### src/rtl/bra_pkg.sv
// Types and constants of the byte range lock table.
package bra_pkg;

  localparam int unsigned TableEntries = 16;

  localparam int unsigned OffsetW = 32;
  localparam int unsigned EndW    = OffsetW + 1;
  localparam int unsigned InDataW  = 72;
  localparam int unsigned OutDataW = 8;

  typedef enum logic [1:0] {
    ST_OK       = 2'd0,
    ST_CONFLICT = 2'd1,
    ST_NOTFOUND = 2'd2,
    ST_FULL     = 2'd3
  } status_e;

  typedef enum logic {
    MODE_LOCK   = 1'b0,
    MODE_UNLOCK = 1'b1
  } mode_e;

  // Running OR terms handed from cell to cell.
  typedef struct packed {
    logic conflict;
    logic claimed;
    logic matched;
  } chain_t;

  // Update command broadcast to all cells in the commit cycle.
  typedef struct packed {
    logic lock_en;
    logic unlock_en;
  } cmd_t;

endpackage

### src/rtl/byte_range_lock_table.sv
// Status: registered when the commit state completes, that is once the output is free.
// One request at a time: flag capture in all cells, then commit through the priority
// chain of cells; input is not ready until commit, which a stalled output holds back.
// Reset: asynchronous, clears all valid bits at once; no clearing pass, ready right after.
module byte_range_lock_table #(
  parameter int unsigned TABLE_ENTRIES = bra_pkg::TableEntries
) (
  input  logic                         clk_i,
  input  logic                         rst_ni,
  input  logic                         s_axis_tvalid,
  output logic                         s_axis_tready,
  // [0] mode, [32:1] start_offset, [64:33] range_length, [71:65] zero
  input  logic [bra_pkg::InDataW-1:0]  s_axis_tdata,
  output logic                         m_axis_tvalid,
  input  logic                         m_axis_tready,
  // [1:0] status, [7:2] zero
  output logic [bra_pkg::OutDataW-1:0] m_axis_tdata
);

  localparam logic StIdle   = 1'b0;
  localparam logic StCommit = 1'b1;

  logic state_q, state_d;

  logic                        in_mode;
  logic [bra_pkg::OffsetW-1:0] in_start, in_len;
  logic [bra_pkg::EndW-1:0]    in_end;
  logic                        accept, commit;

  logic                        mode_q, len_zero_q;
  logic [bra_pkg::OffsetW-1:0] start_q;
  logic [bra_pkg::EndW-1:0]    end_q;

  logic                        out_valid_q;
  bra_pkg::status_e            status_q, status_d;

  bra_pkg::chain_t             chain [TABLE_ENTRIES+1];
  bra_pkg::cmd_t               cmd;

  assign in_mode  = s_axis_tdata[0];
  assign in_start = s_axis_tdata[32:1];
  assign in_len   = s_axis_tdata[64:33];
  assign in_end   = {1'b0, in_start} + {1'b0, in_len};

  assign s_axis_tready = (state_q == StIdle);
  assign accept        = s_axis_tvalid && s_axis_tready;
  assign commit        = (state_q == StCommit) && (!out_valid_q || m_axis_tready);

  always_comb begin
    state_d = state_q;
    unique case (state_q)
      StIdle:   if (accept) state_d = StCommit;
      StCommit: if (commit) state_d = StIdle;
      default:  state_d = StIdle;
    endcase
  end

  always_ff @(posedge clk_i or negedge rst_ni) begin
    if (!rst_ni) begin
      state_q <= StIdle;
    end else begin
      state_q <= state_d;
    end
  end

  always_ff @(posedge clk_i) begin
    if (accept) begin
      mode_q     <= in_mode;
      len_zero_q <= (in_len == '0);
      start_q    <= in_start;
      end_q      <= in_end;
    end
  end

  assign chain[0] = '0;

  assign cmd.lock_en   = commit && (mode_q == bra_pkg::MODE_LOCK) && !len_zero_q &&
                         !chain[TABLE_ENTRIES].conflict;
  assign cmd.unlock_en = commit && (mode_q == bra_pkg::MODE_UNLOCK) && !len_zero_q;

  for (genvar g = 0; g < TABLE_ENTRIES; g++) begin : g_cell
    bra_cell u_cell (
      .clk_i       (clk_i),
      .rst_ni      (rst_ni),
      .capture_i   (accept),
      .cmp_start_i (in_start),
      .cmp_end_i   (in_end),
      .wr_start_i  (start_q),
      .wr_end_i    (end_q),
      .cmd_i       (cmd),
      .chain_i     (chain[g]),
      .chain_o     (chain[g+1])
    );
  end

  always_comb begin
    if (len_zero_q) begin
      status_d = bra_pkg::ST_OK;
    end else if (mode_q == bra_pkg::MODE_LOCK) begin
      if (chain[TABLE_ENTRIES].conflict) begin
        status_d = bra_pkg::ST_CONFLICT;
      end else if (chain[TABLE_ENTRIES].claimed) begin
        status_d = bra_pkg::ST_OK;
      end else begin
        status_d = bra_pkg::ST_FULL;
      end
    end else if (chain[TABLE_ENTRIES].matched) begin
      status_d = bra_pkg::ST_OK;
    end else begin
      status_d = bra_pkg::ST_NOTFOUND;
    end
  end

  always_ff @(posedge clk_i or negedge rst_ni) begin
    if (!rst_ni) begin
      out_valid_q <= 1'b0;
    end else if (commit) begin
      out_valid_q <= 1'b1;
    end else if (m_axis_tready) begin
      out_valid_q <= 1'b0;
    end
  end

  always_ff @(posedge clk_i) begin
    if (commit) begin
      status_q <= status_d;
    end
  end

  assign m_axis_tvalid = out_valid_q;
  assign m_axis_tdata  = {{(bra_pkg::OutDataW-2){1'b0}}, status_q};

endmodule

### src/rtl/bra_cell.sv
// One table entry: stored range, captured compare flags and chain logic.
module bra_cell (
  input  logic                         clk_i,
  input  logic                         rst_ni,
  input  logic                         capture_i,
  input  logic [bra_pkg::OffsetW-1:0]  cmp_start_i,
  input  logic [bra_pkg::EndW-1:0]     cmp_end_i,
  input  logic [bra_pkg::OffsetW-1:0]  wr_start_i,
  input  logic [bra_pkg::EndW-1:0]     wr_end_i,
  input  bra_pkg::cmd_t                cmd_i,
  input  bra_pkg::chain_t              chain_i,
  output bra_pkg::chain_t              chain_o
);

  logic                        valid_q;
  logic [bra_pkg::OffsetW-1:0] start_q;
  logic [bra_pkg::EndW-1:0]    end_q;
  logic                        conflict_q, match_q, free_q;
  logic                        conflict_d, match_d;
  logic                        take, release_en;

  assign conflict_d = valid_q && ({1'b0, cmp_start_i} < end_q) &&
                      (cmp_end_i >= {1'b0, start_q});
  assign match_d    = valid_q && (start_q == cmp_start_i);

  always_ff @(posedge clk_i or negedge rst_ni) begin
    if (!rst_ni) begin
      conflict_q <= 1'b0;
      match_q    <= 1'b0;
      free_q     <= 1'b0;
    end else if (capture_i) begin
      conflict_q <= conflict_d;
      match_q    <= match_d;
      free_q     <= !valid_q;
    end
  end

  assign chain_o.conflict = chain_i.conflict | conflict_q;
  assign chain_o.claimed  = chain_i.claimed | free_q;
  assign chain_o.matched  = chain_i.matched | match_q;

  assign take       = cmd_i.lock_en && free_q && !chain_i.claimed;
  assign release_en = cmd_i.unlock_en && match_q && !chain_i.matched;

  always_ff @(posedge clk_i or negedge rst_ni) begin
    if (!rst_ni) begin
      valid_q <= 1'b0;
    end else if (take) begin
      valid_q <= 1'b1;
    end else if (release_en) begin
      valid_q <= 1'b0;
    end
  end

  always_ff @(posedge clk_i) begin
    if (take) begin
      start_q <= wr_start_i;
      end_q   <= wr_end_i;
    end
  end

endmodule

### config.mk
export PLATFORM = sky130hd
export DESIGN_NAME = byte_range_lock_table
export DESIGN_NICKNAME = d
export VERILOG_FILES = /design/src/rtl/bra_pkg.sv /design/src/rtl/byte_range_lock_table.sv /design/src/rtl/bra_cell.sv
export SDC_FILE = /design/constraint.sdc
export NUM_CORES = 2
export LEC_CHECK = 0
export BUFFER_PORTS_ARGS = -buffer_cell sky130_fd_sc_hd__buf_2
export CORE_MARGIN = 8
export CORE_UTILIZATION = 35
export CTS_BUF_LIST = sky130_fd_sc_hd__clkbuf_8
export DETAILED_ROUTE_END_ITERATION = 16
export GPL_TIMING_DRIVEN = 0
export PLACE_DENSITY = 0.54
export SLEW_MARGIN = 0
export SYNTH_ARGS = -nofsm -noshare
export SYNTH_HDL_FRONTEND = slang
export SYNTH_SLANG_ARGS = --single-unit
### constraint.sdc
create_clock -name clk_i -period 6.75 [get_ports clk_i]
set_input_delay 0 -clock clk_i [delete_from_list [all_inputs] [get_ports clk_i]]
set_output_delay 0 -clock clk_i [all_outputs]
set_load 0.02 [all_outputs]
==> flow_results.org <==
** Run status
- The run finished, with violations left.
- The checks that failed: max-capacitance violations, max-slew violations.

** Synth
- After synthesis, the cell types taking the most area are sky130_fd_sc_hd__edfxtp_1, sky130_fd_sc_hd__ha_1, sky130_fd_sc_hd__inv_1, sky130_fd_sc_hd__xnor2_1, sky130_fd_sc_hd__a21o_1.
- For this run, the number of Yosys warnings is 0.
- The most used flip-flop cell after synthesis is sky130_fd_sc_hd__edfxtp_1.
- Netlist area before placement :: 68700 um^2
- Proportion of register bits with asynchronous set or reset after synthesis :: ~5.6%
- Post-synth EDFFs :: around 1100
- For this run, the register share of the synthesized area comes to between 50% and 60%.
- Counting distinct cell types in the post-synthesis netlist gives 87.
- Top cell type by total area after synthesis :: sky130_fd_sc_hd__edfxtp_1
- Total of flip-flops plus latches after synthesis :: 1175
- Cell count after synthesis :: roughly 5800
- Share of the synthesized area in the top cell type :: 48.5%
- Each instance of the synthesized netlist takes up on average 11.9 um^2.

** Critical path
- For the worst setup path, the data required time is between 7 and 8 ns.
- Data arrival at the endpoint of the critical path :: 7.36 ns
- The critical path runs through a total of 24 cells.
- Startpoint kind of the worst setup timing path :: primary input
- The largest individual stage delay along the critical path comes from the cell sky130_fd_sc_hd__clkbuf_4.
- Measured in cells, the most critical reg-to-reg path has a length of 9.
- Combined buffer and inverter count along the critical path :: 6
- Tracing the worst setup path back leads to its startpoint at s_axis_tdata[2].
- For flop-to-flop paths, the worst setup slack is roughly 1.3 ns.
- In this run the worst path has a maximum fanout of 19.
- Cell family contributing the most delay on the critical path :: compound AO/OA/AOI/OAI gates
- CP endpoint kind :: flop
- On the worst path, the slowest cell contributes a delay of about 0.56 ns.
- Cell-by-cell trace of the critical path :: buf_2, clkbuf_4, clkbuf_4, inv_1, fa_1, nand2b_1, a21o_1, a21oi_2, o2111ai_2, nand2_1, a221o_1, a211o_1, a21boi_1, xnor2_4, buf_8, buf_8, ha_1, a21oi_1, nor2b_1, o21ai_0, o2111ai_1, a221oi_1, o2111ai_1, and3_1
- Endpoint of the worst-slack reg-to-reg timing path :: g_cell[3].u_cell.conflict_q
- The critical path is of the primary input to flop type.
- Source of the worst register-to-register timing path :: state_q

** Die
- Vertical die dimension :: 459 um
- DIE WIDTH :: 459 um
- Core box area :: between 150000 and 200000 um^2
- Pin placement for this block handled 86 I/O pins.
- Number of placement rows :: around 160
- Die outline area :: roughly 210000 um^2
- Effective utilization at floorplan :: around a third

** Clock network
- In this run the clock root is driven by a sky130_fd_sc_hd__clkbuf_8.
- The H-tree generated during clock tree synthesis spans 4 levels.
- In this run the post-CTS setup repair buffer count came out at 0.
- Number of sinks handled by clock tree synthesis :: ~1200
- Clock transition at path regs :: about 0.070 ns
- The clock reaches the later pin of the worst-skew pair after 1.00 ns.
- Clock buffer count from CTS :: 206
- TritonCTS clock tree :: built
- The clock passes through at most 3 buffers.

** Global route
- Total overflow reported by the global router :: 0
- Maximum number of pins on one net before global-route repair :: 53
- The via count of the first global-routing pass is approximately 48000.
- First-pass GRT wire length :: around 360000 um
- Total GRT Usage :: 24.0%
- The number of antenna violations at the first check in global routing is 23.

** Detailed routing
- Across all layers, the routed design uses between 40000 and 50000 vias.
- DRC violation count after routing :: 0
- Routed Antenna Nets :: 0
- Dividing the detail-routed via count by the number of cells gives about 5.5.
- Detailed-router iteration count before antenna repair :: 6
- Final WL :: around 260000 um
- After detailed routing, the average wire length per cell comes to between 20 and 30 um.
- Detailed router's first-iteration violation count :: 5913

** Cells and area
- Final standard cell utilization of the core :: 40.9%
- Non-filler cells, final :: between 9000 and 10000
- The top cell types in the final layout, fill and taps aside, are sky130_fd_sc_hd__edfxtp_1, sky130_fd_sc_hd__inv_1, sky130_fd_sc_hd__ha_1, sky130_fd_sc_hd__a21o_1, sky130_fd_sc_hd__xnor2_1.
- Synthesis-to-layout area growth :: 16.0%
- Proportion of layout cells with a drive suffix above 1 :: 9.09%
- After filler insertion, the fill cell instance count of the layout stands at around 19000.
- Final instance area :: between 70000 and 80000 um^2
- For this run, the post-layout net count is about 7400.
- The library cell used most frequently in the layout, excluding fill and tap cells, is sky130_fd_sc_hd__edfxtp_1.

** Worst hold path
- The worst hold path passes through 3 cells.
- For hold timing, the worst endpoint is end_q[14].
- Startpoint of the lowest-slack hold path :: s_axis_tdata[47]
- In this run the worst hold path is classified as primary input to flop.

** Place
- At the end of routability-driven placement, the weighted congestion stood at around 0.95.
- Buffers placed on the I/O ports in this run total 72.
- Worst slack at placement :: -1.26 ns
- The wire-length estimate of the detail-placed layout is between 150000 and 200000 um.
- Once placement finished, the instance area stood at around 75000 um^2.
- After detailed placement, the design holds a cell count of 8584.

** Timing
- Unrepaired setup endpoints after global routing :: false
- WHS :: approximately 0.087 ns
- The routed design could run at a clock period as short as ~6.5 ns.
- Clock skew on the completed layout was measured at between 0.06 and 0.07 ns.
- For the pin with the worst max-slew slack, the measured transition is about 1.7 ns.
- The number of hold violations in the final report was 0.
- In this run the tightest slew margin relative to its limit is -12.4%.
- Setup total negative slack on the finished layout was measured at 0 ns.
- Across all setup checks in the final design, the least slack found is around 0.27 ns.
- Final setup vio count :: 0
- Peak Freq :: approximately 0.15 GHz
- After layout, the worst path uses a little over nine tenths of the clock period.
- Pins Over Slew Limit :: roughly 160

** Power and ir drop
- Maximum VDD drop :: 0.000164 V
- In this run the power density over the cells is 241 nW/um^2.
- Leakage dissipation :: ~35 nW
- Overall power :: 19.2 mW

** Flow run
- Max-cap violations in this run came to 12.
[logic make-up (layout without fill, tap and decap cells)]
kind of cell             Yosys count  count (layout)  share of synthesized area (%)
flip-flops                      1175            1175                           50.9
buffers and inverters           1111            1748                           6.14
AO/OA/AOI/OAI                   1042            1042                           10.1
adder cells (fa/ha/maj)         1041            1041                           19.0
AND/OR/NAND/NOR                  872             872                           6.96
XOR/XNOR                         541             541                           6.90
other                              1              12                        0.00546
[synth_stat cells (12+ instances only)]
cell type	count
sky130_fd_sc_hd__edfxtp_1	1109
sky130_fd_sc_hd__ha_1	1040
sky130_fd_sc_hd__inv_1	1025
sky130_fd_sc_hd__a21o_1	324
sky130_fd_sc_hd__xnor2_1	322
sky130_fd_sc_hd__a21oi_1	296
sky130_fd_sc_hd__xor2_1	219
sky130_fd_sc_hd__nand4_1	218
sky130_fd_sc_hd__o21ai_0	147
sky130_fd_sc_hd__nor2_1	124
sky130_fd_sc_hd__nand2_1	116
sky130_fd_sc_hd__nor4_1	91
sky130_fd_sc_hd__nand3_1	82
sky130_fd_sc_hd__dfrtp_1	66
sky130_fd_sc_hd__clkbuf_1	65
sky130_fd_sc_hd__nor3_1	65
sky130_fd_sc_hd__nor2b_1	50
sky130_fd_sc_hd__nand2b_1	41
sky130_fd_sc_hd__a211oi_1	37
sky130_fd_sc_hd__o211ai_1	30
sky130_fd_sc_hd__o21a_1	24
sky130_fd_sc_hd__a2111oi_0	22
sky130_fd_sc_hd__a31oi_1	21
sky130_fd_sc_hd__and3_1	19
sky130_fd_sc_hd__a221oi_1	17
sky130_fd_sc_hd__nand4b_1	14
sky130_fd_sc_hd__and4_1	13
sky130_fd_sc_hd__o2111ai_1	13
sky130_fd_sc_hd__o21ai_1	12
[report_power, final]
group	leakage (nW)	total, mW	internal (mW)	switching [mW]
Clock	2.33	6.84	3.57	3.27
Sequential	10.8	8.62	8.22	0.403
Combinational	21.9	3.77	1.37	2.40
[state kept, by name, summed over array words and instances, names as in the netlist, 2 cells and up]
name and count:
g_cell.u_cell.conflict_q 16, end_q 33, status_q 2, start_q 32
g_cell.u_cell.start_q 512, g_cell.u_cell.match_q 16, g_cell.u_cell.end_q 528, g_cell.u_cell.free_q 16
g_cell.u_cell.valid_q 16
[layout make-up]
| type | instances | area (um^2) | share of cell area, % |
|---|---|---|---|
| clock buffers | 222 | 3060 | 3.84 |
| well taps | 2624 | 3280 | 4.12 |
| inverters | 1027 | 3850 | 4.84 |
| clock inverters | 159 | 1080 | 1.35 |
| flip-flops and latches | 1175 | 35000 | 43.9 |
| repair buffers | 256 | 3100 | 3.90 |
| diodes | 6 | 15.0 | 0.0188 |
| multi-input cells | 3502 | 29900 | 37.6 |
| plain buffers | 84 | 405 | 0.509 |
[worst reg2reg max path: stages, from the launching register on]
cell                        delay [ns]
sky130_fd_sc_hd__dfrtp_1          0.38
sky130_fd_sc_hd__inv_1            0.09
sky130_fd_sc_hd__nand2_1          0.42
sky130_fd_sc_hd__inv_1            0.21
sky130_fd_sc_hd__clkbuf_1         0.42
sky130_fd_sc_hd__clkbuf_1         1.00
sky130_fd_sc_hd__o211ai_1         0.61
sky130_fd_sc_hd__a2111oi_0        1.07
sky130_fd_sc_hd__o21ai_0          0.80
sky130_fd_sc_hd__a32oi_1          0.42
[what timing repair did]
| action | in CTS | in global routing |
|---|---|---|
| gates resized for setup | 2 | 3 |
| gates cloned | 0 | 0 |
| setup endpoints to repair | 2 | 4 |
| hold buffers | 76 | 0 |
| endpoints found under the hold margin | 146 | 0 |
[worst max path at each step]
stage | end
after global routing | g_cell[14].u_cell.conflict_q
final | g_cell[14].u_cell.conflict_q
after CTS | g_cell[14].u_cell.conflict_q
after floorplan | g_cell[1].u_cell.end_q[0]
after global placement | g_cell[1].u_cell.end_q[0]
after detailed placement | g_cell[1].u_cell.conflict_q
[metal layers]
metal	global-route usage (%)	vias to the layer above	part of all wire [%]
li1	-	21900	-
met1	32.3	24600	42
met2	36.4	2325	43
met3	5.65	577	9.2
met4	11.9	2	5.6
met5	0	-	0.0050
Power figures use the tool's default switching activity.
